**src/design/mcc_pkg.sv**
```systemverilog
// Package for the multichannel convolution engine: sizes, operation codes and types.
// No dependencies.
package mcc_pkg;

  localparam int MaxImageDim  = 32;
  localparam int MaxChannels  = 8;
  localparam int MaxFilterDim = 8;
  localparam int MaxFilters   = 8;
  localparam int DataWidth    = 16;
  localparam int SumWidth     = 48;

  typedef enum logic [1:0] {
    OP_LOAD_IMAGE  = 2'd0,
    OP_LOAD_WEIGHT = 2'd1,
    OP_LOAD_BIAS   = 2'd2,
    OP_COMPUTE     = 2'd3
  } op_t;

  typedef enum logic [2:0] {
    REG_IMAGE_ROWS  = 3'd0,
    REG_IMAGE_COLS  = 3'd1,
    REG_CHANNELS    = 3'd2,
    REG_FILTER_ROWS = 3'd3,
    REG_FILTER_COLS = 3'd4,
    REG_NUM_FILTERS = 3'd5,
    REG_STRIDE      = 3'd6,
    REG_PADDING     = 3'd7
  } reg_idx_t;

  typedef enum logic [2:0] {
    ST_IDLE,
    ST_WALK,
    ST_DRAIN,
    ST_BIAS,
    ST_OUT
  } state_t;

  // Geometry after clamping, as the compute sequencer sees it.
  typedef struct packed {
    logic [8:0] img_rows;
    logic [8:0] img_cols;
    logic [6:0] chans;
    logic [4:0] flt_rows;
    logic [4:0] flt_cols;
    logic [6:0] filters;
    logic [3:0] stride;
    logic [2:0] padding;
  } geom_t;

endpackage

```
**src/design/mcc_regs.sv**
```systemverilog
// Configuration register file with APB-style access and clamped geometry output.
// Depends on mcc_pkg.
module mcc_regs #(
  parameter int MAX_IMAGE_DIM  = mcc_pkg::MaxImageDim,
  parameter int MAX_CHANNELS   = mcc_pkg::MaxChannels,
  parameter int MAX_FILTER_DIM = mcc_pkg::MaxFilterDim,
  parameter int MAX_FILTERS    = mcc_pkg::MaxFilters
) (
  input  logic          clk,
  input  logic          rst_n,
  input  logic          psel,
  input  logic          penable,
  input  logic          pwrite,
  input  logic [4:0]    paddr,
  input  logic [31:0]   pwdata,
  output logic [31:0]   prdata,
  output mcc_pkg::geom_t geom
);
  import mcc_pkg::*;

  logic [5:0] img_rows_r, img_cols_r;
  logic [3:0] chans_r, flt_rows_r, flt_cols_r, filters_r, stride_r;
  logic [2:0] padding_r;
  reg_idx_t   idx;

  assign idx = reg_idx_t'(paddr[4:2]);

  always_ff @(posedge clk) begin
    if (!rst_n) begin
      img_rows_r <= 6'd28;
      img_cols_r <= 6'd28;
      chans_r    <= 4'd1;
      flt_rows_r <= 4'd3;
      flt_cols_r <= 4'd3;
      filters_r  <= 4'd1;
      stride_r   <= 4'd1;
      padding_r  <= 3'd0;
    end else if (psel && penable && pwrite) begin
      unique case (idx)
        REG_IMAGE_ROWS:  img_rows_r <= pwdata[5:0];
        REG_IMAGE_COLS:  img_cols_r <= pwdata[5:0];
        REG_CHANNELS:    chans_r    <= pwdata[3:0];
        REG_FILTER_ROWS: flt_rows_r <= pwdata[3:0];
        REG_FILTER_COLS: flt_cols_r <= pwdata[3:0];
        REG_NUM_FILTERS: filters_r  <= pwdata[3:0];
        REG_STRIDE:      stride_r   <= pwdata[3:0];
        REG_PADDING:     padding_r  <= pwdata[2:0];
        default: ;
      endcase
    end
  end

  always_comb begin
    unique case (idx)
      REG_IMAGE_ROWS:  prdata = {26'd0, img_rows_r};
      REG_IMAGE_COLS:  prdata = {26'd0, img_cols_r};
      REG_CHANNELS:    prdata = {28'd0, chans_r};
      REG_FILTER_ROWS: prdata = {28'd0, flt_rows_r};
      REG_FILTER_COLS: prdata = {28'd0, flt_cols_r};
      REG_NUM_FILTERS: prdata = {28'd0, filters_r};
      REG_STRIDE:      prdata = {28'd0, stride_r};
      REG_PADDING:     prdata = {29'd0, padding_r};
      default:         prdata = '0;
    endcase
  end

  always_comb begin
    geom.img_rows = (32'(img_rows_r) > MAX_IMAGE_DIM) ? 9'(MAX_IMAGE_DIM) : 9'(img_rows_r);
    geom.img_cols = (32'(img_cols_r) > MAX_IMAGE_DIM) ? 9'(MAX_IMAGE_DIM) : 9'(img_cols_r);
    geom.chans    = (32'(chans_r) > MAX_CHANNELS) ? 7'(MAX_CHANNELS) : 7'(chans_r);
    geom.flt_rows = (32'(flt_rows_r) > MAX_FILTER_DIM) ? 5'(MAX_FILTER_DIM) : 5'(flt_rows_r);
    geom.flt_cols = (32'(flt_cols_r) > MAX_FILTER_DIM) ? 5'(MAX_FILTER_DIM) : 5'(flt_cols_r);
    geom.filters  = (32'(filters_r) > MAX_FILTERS) ? 7'(MAX_FILTERS) : 7'(filters_r);
    geom.stride   = (stride_r == 4'd0) ? 4'd1 : stride_r;
    geom.padding  = padding_r;
  end

endmodule

```
**config.mk**
```make
export PLATFORM = sky130hd
export DESIGN_NAME = mcc_regs
export DESIGN_NICKNAME = d
export VERILOG_FILES = /design/src/design/mcc_pkg.sv /design/src/design/mcc_regs.sv
export SDC_FILE = /design/constraint.sdc
export NUM_CORES = 1
export LEC_CHECK = 0
export CORE_MARGIN = 4
export CORE_UTILIZATION = 30
export CTS_CLUSTER_SIZE = 8
export DETAILED_ROUTE_END_ITERATION = 12
export DONT_BUFFER_PORTS = 1
export PLACE_DENSITY_LB_ADDON = 0.25
export SYNTH_ARGS = -nofsm -noshare
export SYNTH_HDL_FRONTEND = slang
export SYNTH_SLANG_ARGS = --single-unit
```
**constraint.sdc**
```tcl
create_clock -name clk -period 1.2 [get_ports clk]
set_clock_uncertainty 0.1 [all_clocks]
set_input_delay 0.12 -clock clk [delete_from_list [all_inputs] [get_ports clk]]
set_output_delay 0.12 -clock clk [all_outputs]
set_load 0.01 [all_outputs]
```
Yosys cells after proc, flatten, opt, wreduce, memory -nomap -nowiden
Index checks and enable logic that the tools add are counted.
{"block": "op_classes", "n_mux": 8, "eq_ne": 7, "order_cmp": 6, "reduce_logical": 12}
{"op": "$pmux 32 s8", "n": 1}
{"op": "$mux 4", "n": 5}
{"op": "$gt 4x4->1 const B", "n": 4}
{"op": "$reduce_and 2->1", "n": 8}
{"op": "$eq 3x3->1 const B", "n": 4}
{"op": "$gt 6x6->1 const B", "n": 2}
{"op": "$mux 6", "n": 2}
{"op": "$eq 3x2->1 const B", "n": 2}
{"op": "$logic_not 4->1", "n": 1}
{"op": "$eq 3x1->1 const B", "n": 1}
{"op": "$logic_not 3->1", "n": 1}
{"op": "$logic_and 1x1->1", "n": 2}
{"block": "word_totals", "register_bits": 35, "elab_cells": 41, "output_inout_bits": 81, "input_bits": 42}

Logic depth before layout (Yosys ltp)
Gate-level depths: netlist of the first run.
{"block": "depth", "depth_word": 3, "depth_mapped": 5, "mapped_depth_nobuf": 3}

Least setup slack after synthesis of the first run
OpenSTA, ideal clock, no wires.
{"block": "synth_timing", "path_type": "input-to-output", "start": "input port paddr[3]", "end": "output port prdata[0]", "path_buffers": 1, "arrival_ns": 1.042, "path_stages": 4, "t_required_ns": 0.980, "setup_slack_ns": -0.062, "cell_sequence": "buf_4 > and3b_1 > a22o_1 > o32a_1"}
{"block": "synth_via", "elab_chain_cells": 2, "elab_cells_between_ends": 9, "cone_classes": "7 x eq/ne; 1 x mux; 1 x reduce/logical"}
{"element": "start: declaration", "line": "mcc_regs.sv:14", "text": "input logic [4:0] paddr,"}
{"element": "$eq 3x3->1 (tied with other cells)", "line": "mcc_regs.sv:54", "text": "unique case (idx)"}
{"element": "$pmux 32 s8 *", "line": "mcc_regs.sv:54"}
{"element": "end: declaration", "line": "mcc_regs.sv:16", "text": "output logic [31:0] prdata,"}
Every way passes the cells marked *; elsewhere a longest branch is shown, timed or not. The select of a mux whose other input is x is not followed.

Worst setup path in the final report of the first run
{"block": "layout_timing", "start": "register flt_rows_r[1]", "end": "output port prdata[1]"}
{"block": "layout_via", "elab_chain_cells": 1}
{"element": "start: declaration", "line": "mcc_regs.sv:22", "text": "logic [3:0] chans_r, flt_rows_r, flt_cols_r, filters_r, stride_r;"}
{"element": "start signal: assignment", "line": "mcc_regs.sv:43", "text": "REG_FILTER_ROWS: flt_rows_r <= pwdata[3:0];"}
{"element": "$pmux 32 s8", "line": "mcc_regs.sv:54"}
Every way passes these cells. The select of a mux whose other input is x is not followed.

==> summary.txt, run 1 <==
Logic synthesis
  • Mean Syn Cell Area: 8.433 µm²
  • Top-area cell type share of the netlist area: 32.20%
  • Yosys top cell by area: dfxtp_1
  • Post-synthesis sequential area ratio: 32.20%
  • Cell variety after synth: 29
  • Number of synthesized flops with an enable pin: 0
  • Ranking of synthesized cells by area: dfxtp_1 32%, mux2i_1 16%, buf_4 14%, nor2b_1 9.2%, nand2_1 5.5%
  • Main synth FF type: dfxtp_1
  • Post-synth ARST share: 0%
  • #FFs+latches synth: 35
  • Yosys warnings: 0
  • Post-Synthesis Cells: 258
  • Post-synthesis cell area: 0.002176 mm²

Floorplan
  • Core ar.: 0.006907 mm²
  • IO Count: 123
  • Rows: 30
  • Die width: 93.17 µm
  • Die Y: 93.17 µm
  • Starting Density: 31.50%
  • Die Area: 0.008680 mm²

Place
  • Port Buffers: 0
  • DP Area: 0.002261 mm²
  • Detailed Place HPWL: 4479 µm
  • Placer Congestion: 0.7236

STA
  • RSZ-0062 raised after global routing: yes
  • Max Freq: 0.6639 GHz
  • Final Hold Fails: 0
  • Fin crit period: 1.506 ns
  • Post-route setup TNS: -1.142 ns
  • Setup violation total in the final timing report: 6
  • Slew Viols, Final: 0
  • Final period util: 125.5%
  • Final worst slack: -0.3063 ns

Setup path
  • Critical Path Start: flt_rows_r[1]
  • Crit-path cells: mux2i_1 -> o22ai_1 -> o32a_1
  • Worst path arrival time: 1.29 ns
  • Critical R2R Launch: flt_cols_r[1]
  • Crit Path Class: flop to output port
  • Crit-path max FO: 3
  • WP data required: 0.98 ns
  • Startpoint types: flop
  • CP max stage cell: o32a_1
  • CP delay by family, top: compound AO/OA/AOI/OAI gates
  • Crit. End Element: output port
  • Worst Path Buf+Inv: 0
  • Slowest stage delay, CP: 0.36 ns

GRT
  • Vias in the first global route: 1676
  • GR peak layer: met2
  • GRT Resource Usage Total: 13.99%
  • Met1 Use GR: 17.85%
  • Global-route wire length before repair: 9466 µm
  • Initial antenna violation count: 0
  • GRT overflow: 0
  • Met3 Use GR: 4.505%
  • GR Layer Usage met2: 23.10%
  • Largest net degree at the start of global routing: 38

Run
  • Max cap viols: 0

Worst hold path
  • Hold Crit Class: input port to flop
  • Hold Startpoint: rst_n

Clocking
  • TritonCTS clock tree: yes
  • Max Root-Sink Buffers: 2
  • CTS Buf Count: 5
  • Clock root cell: clkbuf_8
  • Reg clk slew, reported paths: 0.07 ns
  • Worst skew pair latency: 0.27 ns
  • Clock H-tree levels: 2
  • Clk sinks: 35

Power and ir drop
  • Clock power frac: 36.0%
  • Pleak: 1.097 nW
  • P_sw: 0.6065 mW
  • Int Pwr: 1.681 mW
  • Sequential power share: 51.4%
  • Power Total: 2.287 mW
  • VDD IR max: 582.9 µV
  • Comb pwr share: 12.6%
  • Sw Share: 26.52%
  • Pwr dens: 867.7 mW/mm²

Final layout
  • Synth-to-layout area growth: 21.16%
  • N_diodes: 0
  • Final layout net count: 319
  • Share of cells above drive strength 1: 30.58%
  • Design Area, Final: 0.002636 mm²

Detailed routing
  • DR pass1 iterations: 4
  • DRT antenna net count: 0
  • # DRC: 0
  • Via density: 4.561
  • Detailed Route Iter0 Violations: 53
  • Vias: 1706
  • Routed length per instance: 16.15 µm
  • Final WL: 6041 µm

Run status
  • Status: finished, violations left
  • Failing checks: negative setup slack
==> registers in the layout (all words and copies together) (netlist names) <==
register    cells
img_cols_r      6
filters_r       4
flt_cols_r      4
padding_r       3
chans_r         4
img_rows_r      6
flt_rows_r      4
stride_r        4
==> cells in the final DEF, fill, tap and decap left out, types with 5 or more instances in the layout <==
cell / count
buf_6: 5
conb_1: 40
nor2b_2: 9
nor2_1: 5
o311ai_0: 5
buf_4: 22
dfxtp_2: 12
nor2b_4: 9
mux2i_1: 33
o21ai_0: 7
dlygate4sd3_1: 6
clkbuf_8: 5
dfxtp_1: 21
nand2_1: 32
inv_1: 5
nor2b_1: 14
==> Yosys cell counts, types with 2 or more instances <==
| cell type | number |
|---|---|
| or2_2 | 3 |
| o22ai_1 | 3 |
| mux2i_1 | 34 |
| clkbuf_1 | 15 |
| or3_1 | 2 |
| inv_1 | 6 |
| nor2b_1 | 32 |
| buf_4 | 42 |
| nor2_1 | 8 |
| a22o_1 | 3 |
| o32ai_1 | 4 |
| o32a_1 | 4 |
| o311ai_0 | 5 |
| nor3_1 | 3 |
| nand3b_1 | 2 |
| o211ai_1 | 2 |
| nand2_1 | 32 |
| buf_2 | 5 |
| dfxtp_1 | 35 |
| nand2b_1 | 3 |
| o21ai_0 | 7 |
==> layout make-up <==
cell class | instances | area, µm²
inverters | 6 | 22.52
clock inverters | 1 | 5.005
fillers | 722 | 4270
flip-flops and latches | 35 | 723.2
multi-input cells | 194 | 1368
repair buffers | 35 | 321.6
well taps | 96 | 120.1
clock buffers | 7 | 76.32
==> stage by stage <==
step	worst slack [ns]	std cells	utilization [%]	hold WS (ns)
final	-0.3063	374	38.17	0.01381
after global routing	-0.3437	374	38.17	0.01856
after CTS	-0.3122	374	36.79	0.006926
after detailed placement	-0.04635	358	32.74	0.1259
after global placement	-0.04251	358	32.74	0.1203
after floorplan	0.02812	297	-	0.1815
==> power by group through the flow <==
stage / registers [mW] / clock network (mW) / logic [mW]
final: 1.17 / 0.824 / 0.289
after global routing: 1.18 / 0.901 / 0.317
after CTS: 1.17 / 0.842 / 0.279
after detailed placement: 1.20 / 0 / 0.227
after global placement: 1.20 / 0 / 0.226
after floorplan: 1.20 / 0 / 0.317
==> cells by family after synthesis <==
kind of cell,share of synthesized area [%]
flops,32.20
mux,15.64
simple gates,22.54
buf+inv,19.26
compound gates,10.18
other cells,0.1723
==> per-layer routing <==
| metal | wire length [µm] | vias to the layer above | share of wire, % |
|---|---|---|---|
| met5 | 0 | - | 0 |
| met2 | 2922 | 67 | 48 |
| li1 | - | 822 | - |
| met4 | 33 | 0 | 0.55 |
| met1 | 2558 | 812 | 42 |
| met3 | 526 | 5 | 8.7 |
==> what timing repair did <==
action,4_1_cts,5_1_grt
endpoints found under the setup margin,26,21
hold buffers,7,0
pin swaps,8,3
hold endpoints to repair,35,0
cloned,0,0
buffers inserted,1,0
resized for setup,40,25
==> path summary, 6_finish.rpt <==
kind	end	slack, ns	cells past startpoint
setup / recovery	prdata[1]	-0.31	3
hold / removal	img_rows_r[2]	0.01	2
setup reg to reg	flt_cols_r[1]	0.31	3
hold reg to reg	img_cols_r[1]	0.37	2
(Power assumes the default switching activity.)
==> run 2, diff against run 1 <==
==> constraint.sdc (replaced) <==
create_clock -name clk -period 1.2 [get_ports clk]
set_clock_uncertainty 0.1 [all_clocks]
set_input_delay 0.36 -clock clk [delete_from_list [all_inputs] [get_ports clk]]
set_output_delay 0.36 -clock clk [all_outputs]
set_load 0.01 [all_outputs]
==> summary.txt, run 2 (synthesis gave the netlist of run 1 again) <==
Clocking
  • Reg clk slew, reported paths: 0.07 ns (about the same)
  • # hold bufs at CTS: 0 (was 7)
  • Clock H-tree levels: 2 (unchanged)
  • TritonCTS clock tree: yes (unchanged)
  • CTS Buf Count: 5 (unchanged)
  • Clock root cell: clkbuf_8 (unchanged)
  • Max Root-Sink Buffers: 2 (unchanged)
  • Worst skew pair latency: 0.29 ns (was 0.27 ns)
  • Clk sinks: 35 (unchanged)

STA
  • Final hold slack: 0.06066 ns (was 0.01381 ns)
  • Setup violation total in the final timing report: 41 (was 6)
  • Max Freq: 0.5790 GHz (was 0.6639 GHz)
  • Final period util: 143.9% (was 125.5%)
  • Final worst slack: -0.5270 ns (was -0.3063 ns)
  • RSZ-0062 raised after global routing: yes (unchanged)
  • Slew Viols, Final: 0 (unchanged)
  • Final Hold Fails: 0 (unchanged)
  • Fin crit period: 1.727 ns (was 1.506 ns)

Floorplan
  • Die Y: 93.17 µm (unchanged)
  • Rows: 30 (unchanged)
  • IO Count: 123 (unchanged)
  • Die Area: 0.008680 mm² (unchanged)
  • Starting Density: 31.50% (unchanged)
  • Core ar.: 0.006907 mm² (unchanged)
  • Die width: 93.17 µm (unchanged)

Final layout
  • Layout fillers: 708 (was 722)
  • Commonest non-fill, non-tap cell in the layout: conb_1 (unchanged)
  • Most frequent cells in the layout: 40 x conb_1, 33 x mux2i_1, 32 x nand2_1 (unchanged)
  • Final layout net count: 325 (was 319)
  • Biggest regs: img_cols_r (6), img_rows_r (6) (unchanged)
  • Synth-to-layout area growth: 31.68% (was 21.16%)
  • N_diodes: 0 (unchanged)
  • Fin util: 41.49% (was 38.17%)
  • Share of cells above drive strength 1: 41.90% (was 30.58%)

Detailed routing
  • DRT antenna net count: 0 (unchanged)
  • Detailed Route Iter0 Violations: 65 (was 53)
  • Final WL: 6169 µm (was 6041 µm)
  • DR pass1 iterations: 4 (unchanged)
  • # DRC: 0 (unchanged)
  • Vias: 1727 (was 1706)
  • Via density: 4.545 (was 4.561)
  • Routed length per instance: 16.23 µm (was 16.15 µm)

Worst hold path
  • Hold Crit Class: input port to flop (unchanged)

Setup path
  • Reg2Reg Setup Slack: 0.25 ns (was 0.31 ns)
  • Crit-path max FO: 2 (was 3)
  • Crit Path Class: flop to output port (unchanged)
  • Crit. End Element: output port (unchanged)
  • WP data required: 0.74 ns (was 0.98 ns)
  • Worst path arrival time: 1.27 ns (was 1.29 ns)
  • Startpoint types: flop (unchanged)

Place
  • Detailed Place HPWL: 4478 µm (was 4479 µm)
  • Placer Congestion: 0.9009 (was 0.7236)
  • Port Buffers: 0 (unchanged)

GRT
  • GRT overflow: 0 (unchanged)
  • Largest net degree at the start of global routing: 44 (was 38)
  • Vias in the first global route: 1726 (was 1676)
  • GRT Resource Usage Total: 14.45% (was 13.99%)
  • Initial antenna violation count: 0 (unchanged)
  • Global-route wire length before repair: 9535 µm (was 9466 µm)

Power and ir drop
  • Pwr dens: 806.6 mW/mm² (was 867.7 mW/mm²)
  • VDD IR max: 492.6 µV (was 582.9 µV)
  • Pleak: 1.206 nW (was 1.097 nW)

Run
  • Max cap viols: 0 (unchanged)

Run status
  • Status: finished, violations left (unchanged)
  • Failing checks: negative setup slack (unchanged)
[run 2: worst max-delay path, stage by stage, from the launching register on]
cell and delay (ns):
dfxtp_2 0.33, a22o_1 0.23, o32a_1 0.42
[run 2: final timing paths]
path	start	endpoint	cells past startpoint
worst max-delay path	filters_r[1]	prdata[1]	2
worst max register to register	img_rows_r[5]	img_rows_r[5]	4
worst min register to register	img_cols_r[1]	img_cols_r[1]	2
worst min-delay path	rst_n	chans_r[0]	1
[run 2: cell type report]
type / count / area [µm²] / area share, %
multi-input combinational: 194 / 1488 / 51.92
clock buffer: 7 / 76.32 / 2.664
timing repair buffer: 41 / 414.1 / 14.45
sequential: 35 / 739.5 / 25.81
tap: 96 / 120.1 / 4.192
clock inverter: 1 / 5.005 / 0.1747
inverter: 6 / 22.52 / 0.7860
[run 2: power by group]
part	internal [mW]	switching [mW]	total, mW
Combinational	0.107	0.176	0.283
Clock	0.408	0.445	0.852
Sequential	1.17	0.00811	1.18
Total	1.68	0.629	2.31
[run 2: per-stage QoR]
| step | TNS, ns | instance area [µm²] | setup slack (ns) | power, mW | cells |
|---|---|---|---|---|---|
| after floorplan | -5.648 | 2415 | -0.4204 | 1.542 | 297 |
| after global placement | -7.076 | 2382 | -0.4274 | 1.452 | 366 |
| after detailed placement | -7.624 | 2382 | -0.4324 | 1.453 | 366 |
| after CTS | -8.642 | 2824 | -0.5413 | 2.316 | 379 |
| after global routing | -9.543 | 2865 | -0.5728 | 2.395 | 380 |
| final | -8.256 | 2865 | -0.5270 | 2.311 | 380 |
[run 2: routing by layer]
| metal | GRT usage, % | share of wire (%) | vias to the layer above |
|---|---|---|---|
| met5 | 0 | 0 | - |
| met4 | 4.396 | 1.1 | 0 |
| met3 | 5.471 | 9.1 | 7 |
| met2 | 23.82 | 48 | 68 |
| met1 | 17.44 | 42 | 806 |
| li1 | - | - | 846 |
[run 2: timing repair]
action	CTS	global route
pin swaps	13	11
endpoints found under the setup margin	41	45
buffers inserted	5	3
gates resized for setup	102	9
